<file path="src/rtl/bltw_pkg.sv">
// Shared types, register indexes and constants of the blitter word datapath.
// Used by bltw_word_logic and blitter_word_datapath; depends on nothing.
package bltw_pkg;

   // Size of the addressable memory in bytes; writes at or above it are suppressed
   localparam int unsigned MemoryBytes = 2097152;

   localparam int unsigned AddrWidth    = 24;
   localparam int unsigned WordWidth    = 16;
   localparam int unsigned CsrAddrWidth = 5;
   localparam int unsigned CsrDataWidth = 32;

   // Register indexes (byte address = 4 * index)
   typedef enum logic [2:0] {
      REG_CONTROL_ZERO    = 3'd0,
      REG_CONTROL_ONE     = 3'd1,
      REG_FIRST_WORD_MASK = 3'd2,
      REG_LAST_WORD_MASK  = 3'd3,
      REG_BLIT_SIZE       = 3'd4,
      REG_DEST_START      = 3'd5,
      REG_DEST_MODULO     = 3'd6
   } reg_index_type;

   // Input transaction
   typedef struct packed {
      logic [15:0] a_word;
      logic [15:0] b_word;
      logic [15:0] c_word;
   } req_type;

   // Result transaction
   typedef struct packed {
      logic [15:0] d_word;
      logic [23:0] dest_address;
      logic        write_enable;
      logic        last_word;
   } rsp_type;

   // Per-word control handed to the word logic
   typedef struct packed {
      logic [3:0]  a_shift;
      logic [3:0]  b_shift;
      logic        descending;
      logic [7:0]  minterm;
      logic [15:0] first_mask;
      logic [15:0] last_mask;
      logic        first_col;
      logic        last_col;
   } word_ctrl_type;

endpackage

</file>
<file path="src/rtl/bltw_word_logic.sv">
// Word logic of the blitter: A edge masking, A/B barrel shift with the previous
// word, and the three-input minterm. Purely combinational; uses bltw_pkg.
module bltw_word_logic (
   input  bltw_pkg::word_ctrl_type ctrl,
   input  logic [15:0]             a_word,
   input  logic [15:0]             b_word,
   input  logic [15:0]             c_word,
   input  logic [15:0]             prev_a,
   input  logic [15:0]             prev_b,
   output logic [15:0]             a_clipped,
   output logic [15:0]             d_word
);

   logic [15:0] a_shifted;
   logic [15:0] b_shifted;

   // Shift a fresh word together with the previous one on the same channel
   function automatic logic [15:0] shift_pair(input logic [15:0] fresh,
                                              input logic [15:0] old,
                                              input logic [3:0]  sh,
                                              input logic        desc);
      logic [31:0] joined;
      logic [4:0]  amount;
      begin
         if (desc) begin
            joined = {fresh, old};
            amount = 5'd16 - {1'b0, sh};
         end else begin
            joined = {old, fresh};
            amount = {1'b0, sh};
         end
         joined = joined >> amount;
         shift_pair = joined[15:0];
      end
   endfunction

   // Edge masks on A
   always_comb begin
      a_clipped = a_word;
      if (ctrl.first_col) a_clipped = a_clipped & ctrl.first_mask;
      if (ctrl.last_col)  a_clipped = a_clipped & ctrl.last_mask;
   end

   assign a_shifted = shift_pair(a_clipped, prev_a, ctrl.a_shift, ctrl.descending);
   assign b_shifted = shift_pair(b_word, prev_b, ctrl.b_shift, ctrl.descending);

   // Minterm: bit i of the function selects the product term A/B/C = i[2:0]
   always_comb begin
      d_word = '0;
      for (int i = 0; i < 8; i++) begin
         if (ctrl.minterm[i]) begin
            d_word = d_word
                   | ((i[2] ? a_shifted : ~a_shifted)
                    & (i[1] ? b_shifted : ~b_shifted)
                    & (i[0] ? c_word    : ~c_word));
         end
      end
   end

endmodule

</file>
<file path="src/rtl/blitter_word_datapath.sv">
// Top level of the blitter word datapath: register file, position counters,
// destination address and the result register. Uses bltw_pkg, bltw_word_logic.
//
// One transaction per clock is accepted and one result per transaction is
// returned: an input register feeds a single combinational pass (mask, shift,
// minterm, address add) into the result register. Only a stall on the result
// channel holds the input back. The counters, previous words and row pointer
// advance as each word moves from the input register to the result register.
// A new blit starts whenever both counters are zero, which clears the previous
// words and loads the row pointer from dest_start. Program the registers over
// the APB port only while no transaction is in flight.
module blitter_word_datapath (
   input  logic                clock,
   input  logic                reset,
   // input channel
   input  logic                req_valid,
   output logic                req_stall,
   input  bltw_pkg::req_type   req_data,
   // result channel
   output logic                rsp_valid,
   input  logic                rsp_stall,
   output bltw_pkg::rsp_type   rsp_data,
   // configuration port
   input  logic                psel,
   input  logic                penable,
   input  logic                pwrite,
   input  logic [4:0]          paddr,
   input  logic [31:0]         pwdata,
   output logic [31:0]         prdata,
   output logic                pready
);

   // Configuration registers
   logic [15:0] control_zero_ff;
   logic [15:0] control_one_ff;
   logic [15:0] first_mask_ff;
   logic [15:0] last_mask_ff;
   logic [15:0] blit_size_ff;
   logic [23:0] dest_start_ff;
   logic [15:0] dest_modulo_ff;

   // Pipeline registers
   logic                in_valid_ff;
   bltw_pkg::req_type   in_data_ff;
   logic                out_valid_ff;
   bltw_pkg::rsp_type   out_data_ff;
   bltw_pkg::rsp_type   out_data_in;

   // Blit state
   logic [5:0]  column_ff;
   logic [5:0]  column_in;
   logic [9:0]  row_ff;
   logic [9:0]  row_in;
   logic [15:0] prev_a_ff;
   logic [15:0] prev_b_ff;
   logic [23:0] row_ptr_ff;
   logic [23:0] row_ptr_in;

   logic                     advance;
   logic                     blit_start;
   logic                     last_col;
   logic                     last_row;
   logic                     descending;
   logic                     use_d;
   logic [6:0]               width;
   logic [10:0]              height;
   logic [15:0]              prev_a_eff;
   logic [15:0]              prev_b_eff;
   logic [23:0]              row_ptr_eff;
   logic [23:0]              col_offset;
   logic [23:0]              address;
   logic [23:0]              row_step;
   logic [24:0]              address_end;
   logic [15:0]              a_clipped;
   logic [15:0]              d_word;
   bltw_pkg::word_ctrl_type  word_ctrl;
   bltw_pkg::reg_index_type  csr_index;
   logic                     csr_write;

   // ---------------- configuration port ----------------
   assign pready    = 1'b1;
   assign csr_index = bltw_pkg::reg_index_type'(paddr[4:2]);
   assign csr_write = psel && penable && pwrite;

   always_ff @(posedge clock) begin
      if (reset) begin
         control_zero_ff <= '0;
         control_one_ff  <= '0;
         first_mask_ff   <= 16'hFFFF;
         last_mask_ff    <= 16'hFFFF;
         blit_size_ff    <= '0;
         dest_start_ff   <= '0;
         dest_modulo_ff  <= '0;
      end else if (csr_write) begin
         case (csr_index)
            bltw_pkg::REG_CONTROL_ZERO:    control_zero_ff <= pwdata[15:0];
            bltw_pkg::REG_CONTROL_ONE:     control_one_ff  <= pwdata[15:0];
            bltw_pkg::REG_FIRST_WORD_MASK: first_mask_ff   <= pwdata[15:0];
            bltw_pkg::REG_LAST_WORD_MASK:  last_mask_ff    <= pwdata[15:0];
            bltw_pkg::REG_BLIT_SIZE:       blit_size_ff    <= pwdata[15:0];
            bltw_pkg::REG_DEST_START:      dest_start_ff   <= pwdata[23:0];
            bltw_pkg::REG_DEST_MODULO:     dest_modulo_ff  <= pwdata[15:0];
            default: ;
         endcase
      end
   end

   // Register readback
   always_comb begin
      case (csr_index)
         bltw_pkg::REG_CONTROL_ZERO:    prdata = {16'h0, control_zero_ff};
         bltw_pkg::REG_CONTROL_ONE:     prdata = {16'h0, control_one_ff};
         bltw_pkg::REG_FIRST_WORD_MASK: prdata = {16'h0, first_mask_ff};
         bltw_pkg::REG_LAST_WORD_MASK:  prdata = {16'h0, last_mask_ff};
         bltw_pkg::REG_BLIT_SIZE:       prdata = {16'h0, blit_size_ff};
         bltw_pkg::REG_DEST_START:      prdata = {8'h0, dest_start_ff};
         bltw_pkg::REG_DEST_MODULO:     prdata = {16'h0, dest_modulo_ff};
         default:                       prdata = '0;
      endcase
   end

   // ---------------- handshake ----------------
   // The word moves forward when the result slot is empty or being drained
   assign advance   = in_valid_ff && (!out_valid_ff || !rsp_stall);
   assign req_stall = in_valid_ff && !advance;
   assign rsp_valid = out_valid_ff;
   assign rsp_data  = out_data_ff;

   // ---------------- position and edge detection ----------------
   assign descending = control_one_ff[1];
   assign use_d      = control_zero_ff[8];
   assign width      = (blit_size_ff[5:0] == 6'd0) ? 7'd64 : {1'b0, blit_size_ff[5:0]};
   assign height     = (blit_size_ff[15:6] == 10'd0) ? 11'd1024 : {1'b0, blit_size_ff[15:6]};
   assign blit_start = (column_ff == 6'd0) && (row_ff == 10'd0);
   assign last_col   = {1'b0, column_ff} >= (width - 7'd1);
   assign last_row   = {1'b0, row_ff} >= (height - 11'd1);

   // Blit start clears the carried words and reloads the row pointer
   assign prev_a_eff  = blit_start ? 16'h0 : prev_a_ff;
   assign prev_b_eff  = blit_start ? 16'h0 : prev_b_ff;
   assign row_ptr_eff = blit_start ? {dest_start_ff[23:1], 1'b0} : row_ptr_ff;

   // ---------------- word logic ----------------
   always_comb begin
      word_ctrl.a_shift    = control_zero_ff[15:12];
      word_ctrl.b_shift    = control_one_ff[15:12];
      word_ctrl.descending = descending;
      word_ctrl.minterm    = control_zero_ff[7:0];
      word_ctrl.first_mask = first_mask_ff;
      word_ctrl.last_mask  = last_mask_ff;
      word_ctrl.first_col  = (column_ff == 6'd0);
      word_ctrl.last_col   = last_col;
   end

   bltw_word_logic u_word_logic (
      .ctrl      (word_ctrl),
      .a_word    (in_data_ff.a_word),
      .b_word    (in_data_ff.b_word),
      .c_word    (in_data_ff.c_word),
      .prev_a    (prev_a_eff),
      .prev_b    (prev_b_eff),
      .a_clipped (a_clipped),
      .d_word    (d_word)
   );

   // ---------------- destination address ----------------
   assign col_offset  = {17'h0, column_ff, 1'b0};
   assign address     = descending ? (row_ptr_eff - col_offset) : (row_ptr_eff + col_offset);
   assign address_end = {1'b0, address} + 25'd1;
   // Row step: sign-extended modulo plus twice the width
   assign row_step    = {{8{dest_modulo_ff[15]}}, dest_modulo_ff} + {16'h0, width, 1'b0};

   always_comb begin
      out_data_in.d_word       = d_word;
      out_data_in.dest_address = {address[23:1], 1'b0};
      out_data_in.write_enable = use_d && (address_end < 25'(bltw_pkg::MemoryBytes));
      out_data_in.last_word    = last_col && last_row;
   end

   // Next position and row pointer
   always_comb begin
      column_in  = column_ff + 6'd1;
      row_in     = row_ff;
      row_ptr_in = row_ptr_eff;
      if (last_col) begin
         column_in = 6'd0;
         row_in    = last_row ? 10'd0 : row_ff + 10'd1;
         if (use_d) begin
            row_ptr_in = descending ? (row_ptr_eff - row_step) : (row_ptr_eff + row_step);
            row_ptr_in[0] = 1'b0;
         end
      end
   end

   // ---------------- registers ----------------
   always_ff @(posedge clock) begin
      if (reset) begin
         in_valid_ff  <= 1'b0;
         out_valid_ff <= 1'b0;
         column_ff    <= '0;
         row_ff       <= '0;
         prev_a_ff    <= '0;
         prev_b_ff    <= '0;
         row_ptr_ff   <= '0;
      end else begin
         // input register
         if (!req_stall) begin
            in_valid_ff <= req_valid;
         end
         // result register
         if (advance) begin
            out_valid_ff <= 1'b1;
         end else if (!rsp_stall) begin
            out_valid_ff <= 1'b0;
         end
         // blit state moves with each word
         if (advance) begin
            column_ff  <= column_in;
            row_ff     <= row_in;
            prev_a_ff  <= a_clipped;
            prev_b_ff  <= in_data_ff.b_word;
            row_ptr_ff <= row_ptr_in;
         end
      end
   end

   // Payload registers
   always_ff @(posedge clock) begin
      if (req_valid && !req_stall) begin
         in_data_ff <= req_data;
      end
      if (advance) begin
         out_data_ff <= out_data_in;
      end
   end

endmodule
</file>
<file path="config.mk">
export PLATFORM = sky130hd
export DESIGN_NAME = blitter_word_datapath
export DESIGN_NICKNAME = d
export VERILOG_FILES = /design/src/rtl/bltw_pkg.sv /design/src/rtl/bltw_word_logic.sv /design/src/rtl/blitter_word_datapath.sv
export SDC_FILE = /design/constraint.sdc
export NUM_CORES = 1
export LEC_CHECK = 0
export BUFFER_PORTS_ARGS = -buffer_cell sky130_fd_sc_hd__buf_2
export CORE_ASPECT_RATIO = 1.1
export CORE_MARGIN = 3
export CORE_UTILIZATION = 45
export CTS_CLUSTER_SIZE = 25
export DETAILED_ROUTE_END_ITERATION = 7
export PLACE_DENSITY = 0.65
export SYNTH_ARGS = -nofsm -noshare
export SYNTH_HDL_FRONTEND = slang
export SYNTH_SLANG_ARGS = --single-unit
</file>
<file path="constraint.sdc">
create_clock -name clock -period 5.64 [get_ports clock]
set_clock_uncertainty 0.2 [all_clocks]
set_input_delay 0.564 -clock clock [delete_from_list [all_inputs] [get_ports clock]]
set_output_delay 0.564 -clock clock [all_outputs]
set_load 0.1 [all_outputs]
</file>
==> impl_metrics.tcl <==
set metrics [dict create \
    setup_viol 0 \
    cp-start-kind "flip-flop" \
    dp_hpwl_mm 51.22 \
    portBuffers 148 \
    rsz0062_at_grt "true" \
    maxCapViolCount 0 \
    cts_made_buffers 35 \
    vias 20129 \
    grt_max_degree 111 \
    ys_async_sr_fraction_pct 0 \
    ir_drop_mv 0.2221 \
    overflow 0 \
    start_util_pct 45.91 \
    cp_max_fo 3 \
    fin_crit_sh_pct 99.45 \
    comb_power_share_pct 21.1 \
    worstPathCellList "nor4_4, nand2_1, nand2_2, inv_1, ha_2, fa_2, a21o_1, a21oi_2, xnor2_2, or4_4, and2_1, xnor2_1, ha_1, o21ai_0, a221oi_2, and3_4, a211oi_2, buf_4, o311ai_4, a211oi_2, and2_1, mux2i_2, mux2_4, o2111a_1" \
    yosysTopAreaCell "dfxtp_1" \
    cts_tree "done" \
    ys_ff_latch 283 \
    max_freq_mhz 178.3 \
    grt_first_pass_wirelength_mm 108.9 \
    drc 0 \
    yosysUniqueCellTypes 91 \
    area_growth_pct 15.96 \
    clk_pin_slew_ns 0.06 \
    fin_cells 3267 \
    drive_above_1_share_pct 17.09 \
    die_area_sq_um 48410 \
    synth_edf_count 89 \
    mostFrequentLayoutCell "nand2_1" \
    power-per-cell-area_nw_per_um2 241.6 \
    slew_headroom_pct 16.04 \
    syn_avg_cell_area_sq_um 8.151 \
    cts_htree_levels 2 \
    cts_root_buf "clkbuf_16" \
    fin_crit_ns 5.609 \
    coreArea_sq_um 44900 \
    pin_count 169 \
    vias_per_cell 6.161 \
    status "finished, final reports clean" \
    swShare_pct 31.59 \
    fp-row-count 81 \
    die_width_um 210.1 \
    wirelength_mm 71.56 \
    final_nets 2834 \
    netlist.area_leader.share_pct 18.84 \
    worstHoldPathType "primary input to flip-flop" \
    numClockSinks 283 \
    antenna_found_initial 2 \
    ys_seq_area_share_pct 31.81 \
    yosys_warnings 0 \
    wire_per_inst_um 21.90 \
    gp_congestion 0.9534 \
    insertion_delay_ns 0.55 \
    fill_cells 4185 \
    worstMarginPinSlew_ns 1.256 \
    grt_use_total_pct 28.37 \
    worstSetupPathType "flip-flop to flip-flop" \
    cell_internal_pwr_mw 3.951 \
    leakage_nw 9.678 \
    dr.pass1.iters 6 \
    postRouteAntennaNets 0 \
    cpPeakStageDelay_ns 0.50 \
    place_inst 3151 \
    grt_pass1_vias 19009 \
    die_y_um 230.5 \
    p_seq_share_pct 39.0 \
    power_frac_clock_pct 39.9 \
    critical_path_required_ns 5.86 \
    layout_common_cells "nand2_1 (495), a21oi_1 (248), dfxtp_1 (192)" \
    p_switching_mw 1.825 \
    slowest_stage "or4_4" \
    ys.flop_type "dfxtp_1" \
    drt-initial-drc-count 2091 \
    finalPower_mw 5.776 \
    max-clock-path-buffers 3 \
    cp_data_arrival_time_ns 5.83 \
    crit_path_end_kind "flip-flop" \
    slew_violations 0 \
    synthCells 2529 \
    synth.cell_area_sq_um 20610 \
    synth.area.top_cells "dfxtp_1 (19%), edfxtp_1 (13%), nand2_1 (9.1%), a21oi_1 (6.1%), mux2i_1 (5.9%)" \
    hold_violations 0 \
]
[cells in the mapped netlist, types with 11 or more instances]
| master | number |
|---|---|
| or2_2 | 11 |
| mux2_2 | 49 |
| a31oi_1 | 25 |
| nand2_1 | 500 |
| mux4_2 | 36 |
| clkbuf_1 | 130 |
| buf_4 | 12 |
| dfxtp_1 | 194 |
| mux2i_1 | 122 |
| and3_1 | 32 |
| nor2b_1 | 19 |
| nand3_1 | 74 |
| edfxtp_1 | 89 |
| o21ai_0 | 99 |
| o31ai_1 | 15 |
| a211oi_1 | 66 |
| a311oi_1 | 14 |
| xnor2_1 | 61 |
| inv_1 | 51 |
| ha_1 | 79 |
| o211ai_1 | 13 |
| o21a_1 | 11 |
| a21o_1 | 33 |
| o221ai_1 | 11 |
| nor2_1 | 153 |
| nand4_1 | 11 |
| and2_1 | 13 |
| buf_1 | 24 |
| o22ai_1 | 11 |
| a21oi_1 | 252 |
| xor2_1 | 40 |
| nor3_1 | 49 |
| buf_2 | 29 |
| a22oi_1 | 32 |
[sequential cells by signal (all words and copies together) (netlist names), 6 cells and up]
signal / cells
prev_b_ff: 16
row_ff: 10
dest_start_ff: 24
blit_size_ff: 16
first_mask_ff: 16
dest_modulo_ff: 16
control_one_ff: 16
prev_a_ff: 16
row_ptr_ff: 24
rsp_data: 41
in_data_ff: 48
column_ff: 6
control_zero_ff: 16
last_mask_ff: 16
[through the flow]
step	TNS (ns)	setup WS, ns	area, sq um	utilization (%)	hold slack [ns]
final	0	0.03120	23900	53.24	0.03857
after global routing	-0.2869	-0.2319	23900	53.23	0.03334
after CTS	0	0.01097	23670	52.73	0.007973
after detailed placement	-0.08784	-0.08784	22020	49.05	0.2486
after global placement	0	0.001303	22020	49.05	0.2397
after floorplan	0	0.02654	20660	-	0.2313
[cell families after synthesis]
| logic type | synth area share (%) |
|---|---|
| AO/OA/AOI/OAI | 21.43 |
| XOR/XNOR | 4.370 |
| adder cells (fa/ha/maj) | 5.087 |
| buffers and inverters | 5.002 |
| flip-flops | 31.81 |
| multiplexers | 12.66 |
| other | 0.03643 |
| AND/OR/NAND/NOR | 19.62 |
[worst max-delay path, delay by kind of cell, from the launching register on]
family	cells	cell delay, ns
DFF	1	0.33
buffers and inverters	2	0.20
adders and majority gates	3	0.82
muxes	2	0.53
and+or+nand+nor	7	1.61
AOI/OAI and AO/OA	8	1.53
xor gates and xnor gates	2	0.23
[power by group through the flow]
stage	clock network (mW)	logic (mW)	registers, mW
after floorplan	0	0.692	2.47
after global placement	0	1.15	2.29
after detailed placement	0	1.16	2.30
after CTS	2.34	1.19	2.25
after global routing	2.42	1.31	2.26
final	2.30	1.22	2.25
[final timing paths]
check | from | end | slack (ns) | cells past startpoint
max | blit_size_ff[5] | row_ptr_ff[23] | 0.03 | 24
min | req_valid | in_valid_ff | 0.04 | 2
max reg2reg | blit_size_ff[5] | row_ptr_ff[23] | 0.03 | 24
min reg2reg | control_zero_ff[9] | control_zero_ff[9] | 0.26 | 2
[routing by layer]
| layer | global-route usage, % | routed length, um | vias to the layer above |
|---|---|---|---|
| li1 | - | - | 9453 |
| met1 | 39.38 | 31470 | 9667 |
| met2 | 44.32 | 32000 | 863 |
| met3 | 4.933 | 5425 | 146 |
| met4 | 10.71 | 2662 | 0 |
| met5 | 0 | 0 | - |
[cell type report]
| class | count | area [sq um] | area share (%) |
|---|---|---|---|
| sequential | 283 | 6561 | 27.45 |
| clock buffer | 49 | 999.7 | 4.182 |
| multi-input combinational | 2005 | 13340 | 55.83 |
| tap | 581 | 726.9 | 3.041 |
| inverter | 52 | 197.7 | 0.8271 |
| clock inverter | 13 | 156.4 | 0.6543 |
| timing repair buffer | 283 | 1914 | 8.009 |
| antenna | 1 | 2.502 | 0.01047 |
[timing repair]
action	4_1_cts	5_1_grt
endpoints found under the setup margin	1	8
buffers inserted	0	5
hold buffers	48	0
resized for setup	3	44
hold endpoints to repair	48	0
pin swaps	3	20
Power figures use the tool's default switching activity.
